==> src/sv/tce_pkg.sv <==
package tce_pkg;

  // Default screen geometry.
  localparam int DEF_COLUMNS = 80;
  localparam int DEF_ROWS    = 25;

  // Field widths of the item channels.
  localparam int OP_W       = 2;
  localparam int CHAR_W     = 8;
  localparam int COLOR_W    = 4;
  localparam int ATTR_W     = 2 * COLOR_W;
  localparam int CELL_W     = CHAR_W + ATTR_W;
  localparam int COLUMN_W   = 7;
  localparam int ROW_W      = 5;

  // Tab stops fall on multiples of this step (a power of two).
  localparam int TAB_STEP = 4;

  // Control characters recognised by a put item.
  localparam logic [CHAR_W-1:0] CH_BELL = 8'd7;
  localparam logic [CHAR_W-1:0] CH_BS   = 8'd8;
  localparam logic [CHAR_W-1:0] CH_TAB  = 8'd9;
  localparam logic [CHAR_W-1:0] CH_LF   = 8'd10;
  localparam logic [CHAR_W-1:0] CH_CR   = 8'd13;

  typedef enum logic [OP_W-1:0] {
    OP_PUT     = 2'd0,
    OP_SET_POS = 2'd1,
    OP_CLEAR   = 2'd2,
    OP_READ    = 2'd3
  } op_t;

  typedef enum logic [2:0] {
    ST_INIT,
    ST_IDLE,
    ST_EXEC,
    ST_COPY,
    ST_FILL,
    ST_READ,
    ST_DONE
  } state_t;

  // Commands from the controller to the datapath.
  typedef struct packed {
    logic load;
    logic exec;
    logic copy;
    logic fill;
    logic cap_cell;
    logic emit;
  } cmd_t;

  // Status from the datapath to the controller.
  typedef struct packed {
    op_t  op;
    logic need_scroll;
    logic rd_last;
    logic wr_last;
    logic out_free;
  } status_t;

endpackage

==> src/sv/tce_ctrl.sv <==
module tce_ctrl import tce_pkg::*; (
  input  logic    clk,
  input  logic    rst,
  input  logic    req_valid,
  output logic    req_ready,
  input  status_t status,
  output cmd_t    cmd
);

  state_t state;
  state_t state_next;

  // State register; reset starts the clearing pass over the screen store.
  always_ff @(posedge clk) begin
    if (rst) begin
      state <= ST_INIT;
    end else begin
      state <= state_next;
    end
  end

  // Next state.
  always_comb begin
    state_next = state;
    unique case (state)
      ST_INIT: begin
        if (status.wr_last) begin
          state_next = ST_IDLE;
        end
      end
      ST_IDLE: begin
        if (req_valid) begin
          state_next = ST_EXEC;
        end
      end
      ST_EXEC: begin
        unique case (status.op)
          OP_PUT:     state_next = status.need_scroll ? ST_COPY : ST_DONE;
          OP_CLEAR:   state_next = ST_FILL;
          OP_READ:    state_next = ST_READ;
          OP_SET_POS: state_next = ST_DONE;
          default:    state_next = ST_DONE;
        endcase
      end
      ST_COPY: begin
        if (status.rd_last) begin
          state_next = ST_FILL;
        end
      end
      ST_FILL: begin
        if (status.wr_last) begin
          state_next = ST_DONE;
        end
      end
      ST_READ: begin
        state_next = ST_DONE;
      end
      ST_DONE: begin
        if (status.out_free) begin
          state_next = ST_IDLE;
        end
      end
      default: begin
        state_next = ST_INIT;
      end
    endcase
  end

  // Commands for the current state.
  always_comb begin
    cmd       = '0;
    req_ready = 1'b0;
    unique case (state)
      ST_INIT: cmd.fill = 1'b1;
      ST_IDLE: begin
        req_ready = 1'b1;
        cmd.load  = req_valid;
      end
      ST_EXEC: cmd.exec     = 1'b1;
      ST_COPY: cmd.copy     = 1'b1;
      ST_FILL: cmd.fill     = 1'b1;
      ST_READ: cmd.cap_cell = 1'b1;
      ST_DONE: cmd.emit     = status.out_free;
      default: cmd          = '0;
    endcase
  end

endmodule

==> config.mk <==
export PLATFORM = sky130hd
export DESIGN_NAME = tce_ctrl
export DESIGN_NICKNAME = d
export VERILOG_FILES = /design/src/sv/tce_pkg.sv /design/src/sv/tce_ctrl.sv
export SDC_FILE = /design/constraint.sdc
export NUM_CORES = 1
export LEC_CHECK = 0
export ABC_CLOCK_PERIOD_IN_PS = 2000
export BUFFER_PORTS_ARGS = -buffer_cell sky130_fd_sc_hd__buf_2
export CORE_AREA = 2 2 39 41
export DETAILED_ROUTE_END_ITERATION = 8
export DIE_AREA = 0 0 41 43
export SLEW_MARGIN = 40
export SYNTH_ARGS = -nofsm -noshare
export SYNTH_HDL_FRONTEND = slang
export SYNTH_SLANG_ARGS = --single-unit
==> constraint.sdc <==
create_clock -name clk -period 2 [get_ports clk]
set_clock_uncertainty 0.15 [all_clocks]
set_input_delay 0.1 -clock clk [delete_from_list [all_inputs] [get_ports clk]]
set_output_delay 0.1 -clock clk [all_outputs]
set_load 0.02 [all_outputs]
==> results.md <==
- Largest net degree at the start of global routing: 12
- Critical Path Fanout Max: 7
- Setup Viol. Count Final: 0
- Net count of the mapped netlist: 41
- GRT Resource Usage Total: 0.1113
- Setup crit end: cmd[5]
- Nets: 61
- Max Cap Viol: 0
- Min cycle time layout: 1557 ps
- Leak: between 0.15 and 0.2 nW
- Gate power share: 0.577
- Worst Hold Class: primary input to flop
- CTS tree: done
- R2r startpoint: state[1]
- DR pass1 iterations: 2
- Routed vias: 311
- CP max stage cell: dfxtp_1
- Routability cong.: 0.7055
- Sequential fraction of the synthesis area: 0.2124
- Grt total ovfl: 0
- Syn_area_per_cell: roughly 9 µm²
- Total CTS buffers: 3
- Share of cells above drive strength 1: 0.5490
- Clock latency at the later pin of the worst-skew pair: roughly 240 ps
- Ys flop type: dfxtp_1
- Area leader, netlist: dfxtp_1
- Largest registers: state (3)
- R2R setup slack: 460 ps
- Buffers & Inverters on Critical Path: 2
- Final Util: 0.2975
- Synth top cells by count: dfxtp_1, nor2_1
- Synth Cell Area: about 280 µm²
- Reg power frac: 0.219
- Routed vias/inst: 4.642
- Max reg flops: 3
- Die area: roughly 1800 µm²
- Async SR Flop Fraction: 0
- Drt drc: 0
- Root Driver: clkbuf_4
- Setup tns final: 0 ps
- Iteration-0 DRC Markers: 8
- Worst slew pin tran: 404.5 ps
- Clock power frac: 0.205
- Fin crit share: 0.7784
- Die height: 43 µm
- CP Capture Type: output pin
- Port bufs: 15
- Pint: 0.2900 mW
- Area Growth Syn to Fin: 45.58%
- Post-Synthesis Cells: 32
- Register-to-Register Path Depth: 4
- Crit path max-delay family: flip-flops
- Vias in the first global route: a little under 300
- Cell variety after synth: 23
- Post-synth EDFFs: 0
- DRT Wirelength: just over 700 µm
- Ys Warns: 0
- Largest Register: state
- Total I/O pin count: 16
- Core area: 1384 µm²
- RSZ-0062 raised after global routing: no
- Crit path from: state[0]
- CP startpoint kind: flop
- CP required: 1750 ps
- Wire length per cell: approximately 11 µm
- Global-route wire length before repair: 1255 µm
- Yosys reg bits: 3
- Clock Pin Slew Worst Setup and Hold Paths: 40 ps
- Worst setup path category: flop to output pin
- Deepest clock path buffer count: 2
- DP Wirelength: around 530 µm
- Fmax: 642.4 MHz
- Switching Power: 0.2446 mW
- Effective utilization at floorplan: 0.2043
- Count of final hold-check violations: 0
- DRT antenna net count: 0
- Initial antenna violation count: 0
- Worst path cell trace: inv_2, nor3_1, and2_1, buf_2
- Top cell type's share of synthesized area: 0.2124
- Clk sink count: 3
- Status: finished, final reports clean
- Floorplan row count: 14
- N_diodes: 0
- Sw Ratio: 0.4576
- Pwr Density: 1299 nW/µm²
- Leading post-synthesis cells by cell area: dfxtp_1, a31oi_4, a2111oi_2
- Data arrival time of the worst path: 1310 ps
- Crit path largest cell delay: 450 ps
- Max Slew Vio Count: 0
- Rel. slew slack: 0.7300
- Worst vdd ir: 438.2 µV
- Chip Width: ~41 µm
- Reg-to-Reg End: state[1]
- Critical path depth: 4
- Htree depth: 1
[power groups by stage]
stage	Clock [mW]	Combinational [mW]	Sequential, mW
floorplan	0	0.247	0.0986
global placement	0	0.303	0.116
detailed placement	0	0.308	0.118
CTS	0.113	0.310	0.117
global route	0.119	0.343	0.123
finish	0.109	0.308	0.117
[what timing repair did]
action | in CTS | in global routing
endpoints found under the hold margin | 3 | 0
setup buffers | 0 | 0
hold buffers | 1 | 0
gates resized for setup | 0 | 0
[through the flow]
step / cell area [µm²] / power (mW) / setup slack (ps) / hold WS, ps / std cells
finish: 411.6 / 0.5346 / 443.3 / 95.64 / 67
global route: 411.6 / 0.5857 / 289.3 / 111.2 / 67
CTS: 411.6 / 0.5404 / 422.9 / 99.02 / 67
detailed placement: 375.4 / 0.4259 / 487.1 / 168.4 / 62
global placement: 375.4 / 0.4189 / 518.9 / 166.5 / 62
floorplan: 282.8 / 0.3456 / 413.0 / 19.07 / 32
[metal layers]
metal	global-route usage	routed length [µm]	vias up
met1	0.1410	323	133
met2	0.1344	303	13
met5	0	0	-
met3	0.04712	64	4
met4	0.1000	25	0
li1	-	-	161
[cells by family after synthesis]
| logic type | after synthesis | synth area share |
|---|---|---|
| and+or+nand+nor | 14 | 0.3408 |
| AOI/OAI and AO/OA | 10 | 0.3319 |
| buffers and inverters | 4 | 0.06196 |
| DFF | 3 | 0.2124 |
| muxes | 1 | 0.05308 |
[worst min-delay path, cell delays in order]
cell	delay [ps]
buf_2	110
o21a_1	130
a311oi_1	90
[layout make-up]
| class | count | area, µm² |
|---|---|---|
| Tap cell | 16 | 20.02 |
| Sequential cell | 3 | 60.06 |
| Fill cell | 150 | 972.2 |
| Timing Repair Buffer | 17 | 92.59 |
| Inverter | 2 | 7.507 |
| Clock buffer | 4 | 26.28 |
| Multi-Input combinational cell | 25 | 205.2 |
[how the worst min path moves through the flow]
stage | start | end | slack, ps | cells after the start
global placement | rst | state[0] | 170 | 2
CTS | status[5] | state[1] | 100 | 3
global route | status[5] | state[1] | 110 | 3
detailed placement | rst | state[0] | 170 | 2
finish | status[5] | state[1] | 100 | 3
floorplan | rst | state[2] | 20 | 1
[cell usage in the layout, fill, tap and decap left out, drive strengths merged, types with 2 or more instances in the layout]
cell type	instances
buf	16
o21a	2
dfxtp	3
inv	2
a31oi	2
nor2	3
a21oi	2
nor3	3
nor3b	2
clkbuf	4
(Power assumes the default switching activity.)
